File: config.mk
export PLATFORM = sky130hd
export DESIGN_NAME = ppru_range
export DESIGN_NICKNAME = d
export VERILOG_FILES = /design/src/hw/rtl/page_permission_region_update_macros.svh /design/src/hw/rtl/ppru_pkg.sv /design/src/hw/rtl/ppru_range.sv
export SDC_FILE = /design/constraint.sdc
export NUM_CORES = 1
export LEC_CHECK = 0
export ABC_CLOCK_PERIOD_IN_PS = 5200
export BUFFER_PORTS_ARGS = -buffer_cell sky130_fd_sc_hd__buf_2
export CAP_MARGIN = 20
export CORE_UTILIZATION = 40
export CTS_CLUSTER_SIZE = 25
export DETAILED_ROUTE_END_ITERATION = 12
export HOLD_SLACK_MARGIN = 0.05
export PLACE_DENSITY_LB_ADDON = 0.25
export SLEW_MARGIN = 10
export SYNTH_ARGS = -nofsm -noshare
export SYNTH_HDL_FRONTEND = slang
export SYNTH_SLANG_ARGS = --single-unit
File: constraint.sdc
create_clock -name clock -period 5.2 [get_ports clock]
set_input_delay 0.26 -clock clock [delete_from_list [all_inputs] [get_ports clock]]
set_output_delay 0.26 -clock clock [all_outputs]
set_load 0.01 [all_outputs]
File: src/hw/rtl/page_permission_region_update_macros.svh
// ----------------------------------------------------------------------------
// page permission region update assertion macros
// shared property wrappers for the rtl checks
// ----------------------------------------------------------------------------
`ifndef PAGE_PERMISSION_REGION_UPDATE_MACROS_SVH
`define PAGE_PERMISSION_REGION_UPDATE_MACROS_SVH

// same-cycle implication, off during reset
`define PPRU_ASSERT_ALWAYS(lbl, clk, rst, ante, cons) \
   lbl: assert property (@(posedge clk) disable iff (rst) (ante) |-> (cons)) \
      else $error("ppru check failed");

// next-cycle implication, off during reset
`define PPRU_ASSERT_NEXT(lbl, clk, rst, ante, cons) \
   lbl: assert property (@(posedge clk) disable iff (rst) (ante) |=> (cons)) \
      else $error("ppru check failed");

`endif

File: src/hw/rtl/ppru_pkg.sv
// ----------------------------------------------------------------------------
// ppru_pkg
// shared types and constants of the page permission region update block
// ----------------------------------------------------------------------------
package ppru_pkg;

   localparam int ENTRIES_PER_TABLE = 512;
   localparam int PAGE_IDX_MAX_W    = 15;   // up to 64 tables of 512 pages
   localparam int PAGE_CNT_MAX_W    = 16;
   localparam int ADDR_W            = 48;
   localparam int PAGE_NUM_W        = ADDR_W - 12;
   localparam int ENTRY_W           = 24;
   localparam int PAGES_W           = 13;
   localparam int FLAGS_W           = 3;
   localparam int USER_FLOOR_PAGE   = 256;  // 1 MiB in 4 KiB pages
   localparam logic [PAGES_W-1:0] PAGES_SAT = 13'h1FFF;

   // flag bit positions
   localparam int FLAG_PRESENT  = 0;
   localparam int FLAG_WRITABLE = 1;
   localparam int FLAG_USER     = 2;

   typedef enum logic [1:0] {
      OP_MARK_USER  = 2'd0,
      OP_MARK_SUPER = 2'd1,
      OP_READ       = 2'd2,
      OP_RSVD       = 2'd3
   } op_type;

   // page range worked out for one request
   typedef struct packed {
      op_type                    op;
      logic                      empty;
      logic                      in_range;
      logic [PAGE_IDX_MAX_W-1:0] first;
      logic [PAGE_CNT_MAX_W-1:0] count;
      logic [PAGES_W-1:0]        pages;
   } plan_type;

   typedef struct packed {
      logic [PAGES_W-1:0] pages_touched;
      logic               in_range;
      logic [ENTRY_W-1:0] entry_value;
   } rsp_type;

   function automatic logic [FLAGS_W-1:0] flags_update(
      input logic [FLAGS_W-1:0] flags,
      input logic               to_user
   );
      logic [FLAGS_W-1:0] f;
      f = flags;
      if (to_user) begin
         f[FLAG_USER]    = 1'b1;
         f[FLAG_PRESENT] = 1'b1;
      end else begin
         f[FLAG_USER]     = 1'b0;
         f[FLAG_PRESENT]  = 1'b1;
         f[FLAG_WRITABLE] = 1'b1;
      end
      return f;
   endfunction

endpackage

File: src/hw/rtl/ppru_range.sv
// ----------------------------------------------------------------------------
// ppru_range
// two-stage page range calculation: round outward, clamp, count
// ----------------------------------------------------------------------------
module ppru_range #(
   parameter int NUM_TABLES = 8
) (
   input  logic                            clock,
   input  logic                            reset,
   input  logic                            start,
   input  ppru_pkg::op_type                op,
   input  logic [ppru_pkg::ADDR_W-1:0]     addr,
   input  logic [ppru_pkg::ADDR_W-1:0]     size,
   output logic                            plan_valid,
   output ppru_pkg::plan_type              plan
);

   localparam int TOTAL_PAGES = NUM_TABLES * ppru_pkg::ENTRIES_PER_TABLE;
   localparam int EW          = ppru_pkg::PAGE_NUM_W + 1;
   localparam logic [EW-1:0] TotalPagesW = EW'(TOTAL_PAGES);

   logic                                s1_valid_ff;
   ppru_pkg::op_type                    s1_op_ff;
   logic [ppru_pkg::PAGE_NUM_W-1:0]     s1_first_ff;
   logic [EW-1:0]                       s1_end_ff;
   logic [ppru_pkg::ADDR_W:0]           end_sum;

   logic                                plan_valid_ff;
   ppru_pkg::plan_type                  plan_ff;
   ppru_pkg::plan_type                  plan_in;
   logic [EW-1:0]                       last_pg;
   logic [EW-1:0]                       first_w;
   logic [EW-1:0]                       diff;

   // end of range rounded up to a page bound
   assign end_sum = {1'b0, addr} + {1'b0, size} + (ppru_pkg::ADDR_W+1)'(12'hFFF);

   always_ff @(posedge clock) begin
      if (reset) begin
         s1_valid_ff <= 1'b0;
      end else begin
         s1_valid_ff <= start;
      end
      if (start) begin
         s1_op_ff    <= op;
         s1_first_ff <= addr[ppru_pkg::ADDR_W-1:12];
         s1_end_ff   <= end_sum[ppru_pkg::ADDR_W:12];
      end
   end

   always_comb begin
      first_w = {1'b0, s1_first_ff};
      last_pg = (s1_end_ff > TotalPagesW) ? TotalPagesW : s1_end_ff;
      diff    = last_pg - first_w;
      plan_in.op       = s1_op_ff;
      plan_in.empty    = (first_w >= last_pg);
      plan_in.in_range = (first_w < TotalPagesW);
      plan_in.first    = s1_first_ff[ppru_pkg::PAGE_IDX_MAX_W-1:0];
      plan_in.count    = diff[ppru_pkg::PAGE_CNT_MAX_W-1:0];
      if (plan_in.empty) begin
         plan_in.pages = '0;
      end else if (diff > EW'(ppru_pkg::PAGES_SAT)) begin
         plan_in.pages = ppru_pkg::PAGES_SAT;
      end else begin
         plan_in.pages = diff[ppru_pkg::PAGES_W-1:0];
      end
   end

   always_ff @(posedge clock) begin
      if (reset) begin
         plan_valid_ff <= 1'b0;
      end else begin
         plan_valid_ff <= s1_valid_ff;
      end
      if (s1_valid_ff) begin
         plan_ff <= plan_in;
      end
   end

   assign plan_valid = plan_valid_ff;
   assign plan       = plan_ff;

endmodule

Yosys cells after proc, flatten, opt, wreduce, memory -nomap -nowiden
Index checks and enable logic that the tools add are counted.
{ "totals": {"elab_cells": 20, "output_inout_bits": 49, "reg_bits": 125, "in_bits": 101} }
{ "op_classes": {"add_sub_neg": 3, "order_cmp": 4, "muxes": 2} }
{ "op_table": {"columns": ["cell", "n"], "rows": [
  ["$gt 37x13->1 const B", 2],
  ["$add 48x48->49", 1],
  ["$add 49x12->49 const B", 1],
  ["$ge 36x37->1", 1],
  ["$mux 37", 1],
  ["$sub 37x36->37", 1],
  ["$lt 36x13->1 const B", 1],
  ["$mux 13", 1]
]} }

Logic depth before layout (Yosys ltp)
Gate-level depths: netlist (run 1).
{ "depth": {"word_depth": 5, "ltp_mapped": 18, "mapped_depth_nobuf": 16} }

Worst setup path before layout (run 1)
Ideal clock, no wire load.
{ "synth_timing": {"path_kind": "reg2reg", "from": "reg s1_end_ff[7]", "to": "reg plan_ff (netlist bit plan[2]) (data pin)", "setup_time_ns": 0.270, "path_stages_with_launch": 19, "n_path_buf": 2, "required_time_ns": 4.930, "setup_slack_ns": 1.025, "arrival_time_ns": 3.905, "synth_period_minus_slack_ns": 4.175, "path_cell_list": "edfxtp_1 > nor4_1 > nand3_1 > a211oi_1 > clkbuf_1 > nand2_1 > ha_1 > fa_1 > nor2b_1 > o31ai_2 > a21oi_2 > o211ai_1 > a21o_1 > o31a_1 > o21ai_0 > mux2_2 > buf_4 > nor2_1 > a21oi_2"} }
{ "synth_between": {"elab_chain_cells": 5} }
{ "synth_lines": {"columns": ["element", "line", "rtl"], "rows": [
  ["from (decl)", "ppru_range.sv:25", "logic [EW-1:0] s1_end_ff;"],
  ["from (signal assigned)", "ppru_range.sv:47", "s1_end_ff <= end_sum[ppru_pkg::ADDR_W:12];"],
  ["$gt 37x13->1", "ppru_range.sv:53", "last_pg = (s1_end_ff > TotalPagesW) ? TotalPagesW : s1_end_ff;"],
  ["$mux 37 (*)", "ppru_range.sv:53", null],
  ["$sub 37x36->37", "ppru_range.sv:54", "diff = last_pg - first_w;"],
  ["$gt 37x13->1", "ppru_range.sv:62", "end else if (diff > EW'(ppru_pkg::PAGES_SAT)) begin"],
  ["$mux 13", "ppru_range.sv:62", null],
  ["to (signal assigned)", "ppru_range.sv:76", "plan_ff <= plan_in;"],
  ["to (decl)", "ppru_range.sv:29", "ppru_pkg::plan_type plan_ff;"]
]} }
Mark *: on every way between the ends. The rest lies on a longest branch, timed or not.
A chain may end at the register's enable or synchronous reset.

Worst setup path after layout (run 1)
{ "layout_timing": {"from": "reg s1_end_ff[32]", "to": "reg plan_ff (netlist bit plan[1]) (data pin)"} }
{ "layout_between": {"elab_chain_cells": 5} }
{ "layout_lines": {"columns": ["element", "line", "rtl"], "rows": [
  ["$gt 37x13->1", "ppru_range.sv:53", null],
  ["$mux 37", "ppru_range.sv:53", null],
  ["$sub 37x36->37", "ppru_range.sv:54", null],
  ["net diff[14]", "ppru_range.sv:33", "logic [EW-1:0] diff;"],
  ["$gt 37x13->1", "ppru_range.sv:62", null],
  ["$mux 13", "ppru_range.sv:62", null]
]} }
The timed path passes the listed nets, and every way through them passes these cells.

==> results.json, run 1 <==
{
  "final_common_cell": "buf_2",
  "end_kind": "flip-flop",
  "dieArea_um2": 23700,
  "post_dp_cell_area_um2": 10400,
  "grt.total_usage_pct": 19.3,
  "start_util_pct": 40.9,
  "vias": 7532,
  "path_class": "reg -> reg",
  "yosysTopAreaCell": "edfxtp_1",
  "final_area_um2": 11200,
  "grt_overflow": 0,
  "async_reset_ff_share_pct": 0,
  "skew_ns": 0.0103,
  "synth_cells": 920,
  "p_leak_nw": 5.03,
  "min_period_over_period_pct": 93.1,
  "irDropWorstVdd_mv": 0.182,
  "grt_pass1_vias": 7087,
  "cts_buffers": 17,
  "path_clk_slew_ns": 0.06,
  "setup_ws_ns": 0.361,
  "antenna_found_initial": 0,
  "cts_max_level": 4,
  "rsz0062_at_grt": "false",
  "synth_flop_cell": "edfxtp_1",
  "tns_ns": 0,
  "dp_slack_ns": 0.358,
  "crit_fanout": 13,
  "drv_cap": 0,
  "tightest_slew_ns": 0.918,
  "final-hold-violation-count": 0,
  "wirelength_um": 22400,
  "worstSkewPairLatency_ns": 0.42,
  "multi_input_area_um2": 5130,
  "start_kind": "flip-flop",
  "synth_top_area_share_pct": 39.9,
  "num_io_pins": 150,
  "cts_hold_buf": 23,
  "cp.required_ns": 5.34,
  "power_frac_comb_pct": 25.6,
  "setup_violations": 0,
  "status": "complete, no violations",
  "drt_drc_violations_left": 0,
  "utilization_pct": 49.6,
  "crit_arrival_ns": 4.98,
  "clkPwrFrac_pct": 36.1,
  "clk_path_buf_depth": 2,
  "cts_resized": 0,
  "dr.pass1.iters": 5,
  "ys_ff_latch": 125,
  "final_cell_mix": "buf_2, ha_1, edfxtp_1",
  "synth_edf_count": 123,
  "max-slew-margin-rel_pct": 38.8,
  "final_antenna_net_count": 0,
  "dieHeight_um": 154,
  "syn_to_final_growth_pct": 21.4,
  "hold_path_class": "in -> reg",
  "place.gp.congestion": 0.874,
  "rows": 55,
  "crit_start": "s1_end_ff[32]",
  "dp_hpwl_um": 18100,
  "die_x_um": 154,
  "syn_area_per_cell_um2": 10.1,
  "drt-wirelength-per-cell_um": 15.8,
  "r2r-start": "s1_end_ff[32]",
  "cts_tree": "done",
  "grt_pass1_wl_um": 36300,
  "clock-sinks": 125,
  "p_per_area_nw_per_um2": 305,
  "num-fill-cells": 2098,
  "core_um2": 22600,
  "drt_iter0_drc": 579,
  "p_int_mw": 2.42,
  "power.switching_mw": 1.01,
  "cts_setup_buffers": 0,
  "ys_warn_count": 0,
  "synth_top_cells_by_area": "edfxtp_1, ha_1, a21oi_1",
  "viasPerCell": 5.32,
  "switching_share_pct": 29.4,
  "min_from": "addr[13]",
  "nets": 1349,
  "synth.distinct_cells": 77,
  "antenna_cells": 0,
  "port_buffers": 149,
  "fmax_mhz": 207,
  "syn-cell-area_um2": 9250,
  "ys_seq_area_share_pct": 40.4,
  "drive_gt1_share_pct": 19.1,
  "slew_viol_final": 0,
  "regArea_um2": 3730,
  "min_period_ns": 4.84,
  "grt_max_degree": 43,
  "seqPwrFrac_pct": 38.3,
  "clock_tree.root_cell": "clkbuf_16"
}
==> worst paths after layout <==
check / to / slack (ns) / cells after the start
worst max-delay path: plan[1] / 0.36 / 17
worst min register to register: plan[47] / 0.42 / 0
worst min-delay path: s1_first_ff[1] / 0.06 / 1
worst max register to register: plan[1] / 0.36 / 17
==> power groups by stage <==
stage	Combinational [mW]	Clock, mW	Sequential, mW
2_1_floorplan	0.595	0	1.33
3_3_place_gp	0.838	0	1.33
3_5_place_dp	0.838	0	1.33
4_1_cts	0.857	1.25	1.31
5_1_grt	0.983	1.30	1.32
6_report	0.876	1.24	1.31
==> registers in the layout (all words and copies together) (netlist names) <==
signal / count
plan: 48
plan_valid: 1
s1_end_ff: 37
s1_first_ff: 36
s1_op_ff: 2
s1_valid_ff: 1
==> cell usage after synthesis (all sizes together) (6+ instances only) <==
cell type  instances
ha               129
edfxtp           123
inv               97
a21oi             87
nor2              64
nand2             60
o21ai             37
xnor2             33
nand4             24
nor4              23
nand3             19
a21o              18
xor2              18
nor3              16
o21a              16
and2              12
buf               12
a211oi             9
o21bai             9
clkbuf             8
a31oi              7
nor2b              7
and3               6
nor3b              6
==> cell families (layout without fill, tap and decap cells) <==
family | Yosys count | in the layout | synth area share, %
buffers and inverters | 117 | 306 | 5.03
other | 1 | 23 | 0.0405
and+or+nand+nor | 254 | 254 | 14.2
muxes | 3 | 3 | 0.352
xor gates and xnor gates | 51 | 51 | 4.83
DFF | 125 | 125 | 40.4
AOI/OAI and AO/OA | 239 | 239 | 17.6
adders and majority gates | 130 | 130 | 17.7
==> per-layer routing <==
metal  vias to the layer above  wire (um)  GRT usage, %
met5                         -          0             0
met4                         0        177          5.05
met3                        16       1120          2.85
met2                       211      10200          31.0
met1                      3504      10900          27.2
li1                       3801          -             -
==> through the flow <==
| stage | std cells | hold slack, ns | power, mW |
|---|---|---|---|
| 2_1_floorplan | 942 | 0.332 | 1.92 |
| 3_3_place_gp | 1360 | 0.403 | 2.17 |
| 3_5_place_dp | 1360 | 0.406 | 2.17 |
| 4_1_cts | 1415 | 0.0504 | 3.42 |
| 5_1_grt | 1416 | 0.0512 | 3.61 |
| 6_report | 1416 | 0.0623 | 3.43 |
==> cell type report <==
type | instances | area share (%)
multi-input combinational | 700 | 45.7
sequential | 125 | 33.3
timing repair buffer | 177 | 9.05
clock buffer | 17 | 3.79
inverter | 97 | 3.24
tap | 285 | 3.18
clock inverter | 15 | 1.74
==> worst max-delay path, stage by stage, from the launching register on <==
cell and delay (ns):
edfxtp_1 0.39, nor4_1 0.33, nand2_1 0.17, a211oi_1 0.23
buf_4 0.20, nand2_1 0.07, ha_1 0.23, fa_1 0.42
nor2b_1 0.20, o31ai_2 0.10, a21oi_2 0.33, o21bai_2 0.14
o21ai_2 0.22, xor2_1 0.12, nor4_1 0.38, nand4_2 0.18
nor4_4 0.67, a31oi_1 0.17
Note: power is estimated with default switching activity, not from simulation.
==> run 2: changes to the inputs <==
CTS_CLUSTER_DIAMETER = 150   (was default)
MAX_ROUTING_LAYER = met4   (was default)
==> results.json, run 2 (synthesis gave the netlist of run 1 again) <==
{
  "status": "complete, no violations",
  "switching_share_pct": 30.8,
  "place.gp.congestion": 0.877,
  "dieArea_um2": 23700,
  "slew_viol_final": 0,
  "port_buffers": 149,
  "start_util_pct": 40.9,
  "grt_pass1_wl_um": 36200,
  "utilization_pct": 50.0,
  "finalPower_mw": 3.41,
  "p_int_mw": 2.36,
  "antenna_found_initial": 0,
  "wirelength_um": 22600,
  "use_met3_pct": 3.21,
  "clock-sinks": 125,
  "cts_tree": "done",
  "clock_tree.root_cell": "clkbuf_16",
  "crit_chain": "nor4_1 -> nand3_1 -> a211oi_1 -> buf_4 -> nand2_1 -> ha_1 -> fa_1 -> nor2b_1 -> o31ai_2 -> a21oi_2 -> o211ai_1 -> a21o_1 -> o31a_1 -> o21ai_0 -> mux2_2 -> nor2_1 -> a21oi_2",
  "crit_start": "s1_end_ff[0]",
  "drive_gt1_share_pct": 19.2,
  "worstSkewPairLatency_ns": 0.42,
  "dp_hpwl_um": 18200,
  "cp_common_cell": "a21oi_2",
  "critPathSlowestCell": "mux2_2",
  "hold_path_class": "in -> reg",
  "largest_reg_flops": 48,
  "post_dp_cell_area_um2": 10400,
  "cp.required_ns": 5.37,
  "dr.pass1.iters": 5,
  "num_io_pins": 150,
  "dieHeight_um": 154,
  "rsz0062_at_grt": "false",
  "gr-usage-met2_pct": 30.4,
  "final_area_um2": 11300,
  "cts_max_level": 4,
  "p_per_area_nw_per_um2": 301,
  "clk_path_buf_depth": 2,
  "max-slew-margin-rel_pct": 43.9,
  "clkPwrFrac_pct": 35.6,
  "viasPerCell": 5.32,
  "tns_ns": 0,
  "tightest_slew_ns": 0.842,
  "grt_max_degree": 42,
  "drt_iter0_drc": 541,
  "drt_drc_violations_left": 0,
  "min_period_over_period_pct": 87.8,
  "skew_ns": 0.0175,
  "grt.total_usage_pct": 20.0,
  "drv_cap": 0,
  "nets": 1358,
  "power.switching_mw": 1.05,
  "end_kind": "flip-flop",
  "start_kind": "flip-flop",
  "fmax_mhz": 219,
  "die_x_um": 154,
  "setup_violations": 0,
  "seqPwrFrac_pct": 38.4,
  "grt_overflow": 0,
  "crit_fanout": 12,
  "final_antenna_net_count": 0,
  "drt-wirelength-per-cell_um": 15.8,
  "final_cell_mix": "buf_2, ha_1, edfxtp_1",
  "top_usage_layer": "met2",
  "final_common_cell": "buf_2",
  "power_frac_comb_pct": 26.0,
  "grt_util_met1_pct": 27.3,
  "cts_buffers": 17,
  "core_um2": 22600,
  "final-hold-violation-count": 0,
  "path_class": "reg -> reg",
  "r2r-start": "s1_end_ff[0]",
  "syn_to_final_growth_pct": 22.3,
  "antenna_cells": 0,
  "p_leak_nw": 5.06,
  "crit_arrival_ns": 4.73,
  "min_from": "addr[31]",
  "rows": 55,
  "max_stage_delay_ns": 0.48,
  "path_clk_slew_ns": 0.06,
  "vias": 7585,
  "min_period_ns": 4.56,
  "irDropWorstVdd_mv": 0.175,
  "grt_pass1_vias": 7071
}
-- run 2: changes by cell type in the layout (fill, tap and decap cells not counted), sizes merged --
cell | previous run | this run
inv | 99 | 106
buf | 153 | 154
dlygate4sd3 | 24 | 32
clkinvlp | 0 | 2
clkinv | 9 | 1
bufinv | 4 | 2
clkbuf | 17 | 18
-- run 2: critical path, delay by kind of cell (launching register included) --
family / cells / cell delay [ns]
AO/OA/AOI/OAI: 8 / 1.70
AND/OR/NAND/NOR: 5 / 0.87
adder cells (fa/ha/maj): 2 / 0.66
multiplexers: 1 / 0.48
flip-flops: 1 / 0.40
buffers and inverters: 1 / 0.20
-- run 2: repair_timing --
item | in CTS | in global routing
setup endpoints to repair | 0 | 2
hold buffers | 29 | 3
hold endpoints to repair | 30 | 3
resized for setup | 0 | 0
buffers inserted | 0 | 1
-- run 2: final timing paths --
check / end / slack, ns / cells after the start
worst max-delay path: plan[8] / 0.64 / 17
worst min-delay path: s1_first_ff[19] / 0.07 / 1
worst max register to register: plan[8] / 0.64 / 17
worst min register to register: plan[47] / 0.43 / 0
-- run 2: metal layers --
layer | part of all wire [%] | vias to the layer above | wire, um
met3 | 3.7 | 22 | 844
met4 | 1.5 | 0 | 332
met1 | 50 | 3540 | 11200
met2 | 45 | 205 | 10200
met5 | 0 | - | 0
li1 | - | 3818 | -
-- run 2: final cells by class --
cell class | count | area [um^2]
fill | 2028 | 11300
multi-input combinational | 700 | 5130
sequential | 125 | 3730
timing repair buffer | 186 | 1120
clock buffer | 18 | 439
inverter | 97 | 364
tap | 285 | 357
clock inverter | 14 | 170
-- run 2: metrics by stage --
step	worst slack, ns	cells	hold slack [ns]
2_1_floorplan	1.02	942	0.332
3_3_place_gp	0.442	1360	0.403
3_5_place_dp	0.317	1360	0.416
4_1_cts	0.314	1421	0.0541
5_1_grt	0.291	1425	0.0534
6_report	0.636	1425	0.0710
-- run 2: power groups by stage --
stage / Clock, mW / Combinational, mW / Sequential, mW
2_1_floorplan: 0 / 0.595 / 1.33
3_3_place_gp: 0 / 0.839 / 1.33
3_5_place_dp: 0 / 0.842 / 1.33
4_1_cts: 1.23 / 0.866 / 1.31
5_1_grt: 1.28 / 0.992 / 1.32
6_report: 1.21 / 0.886 / 1.31
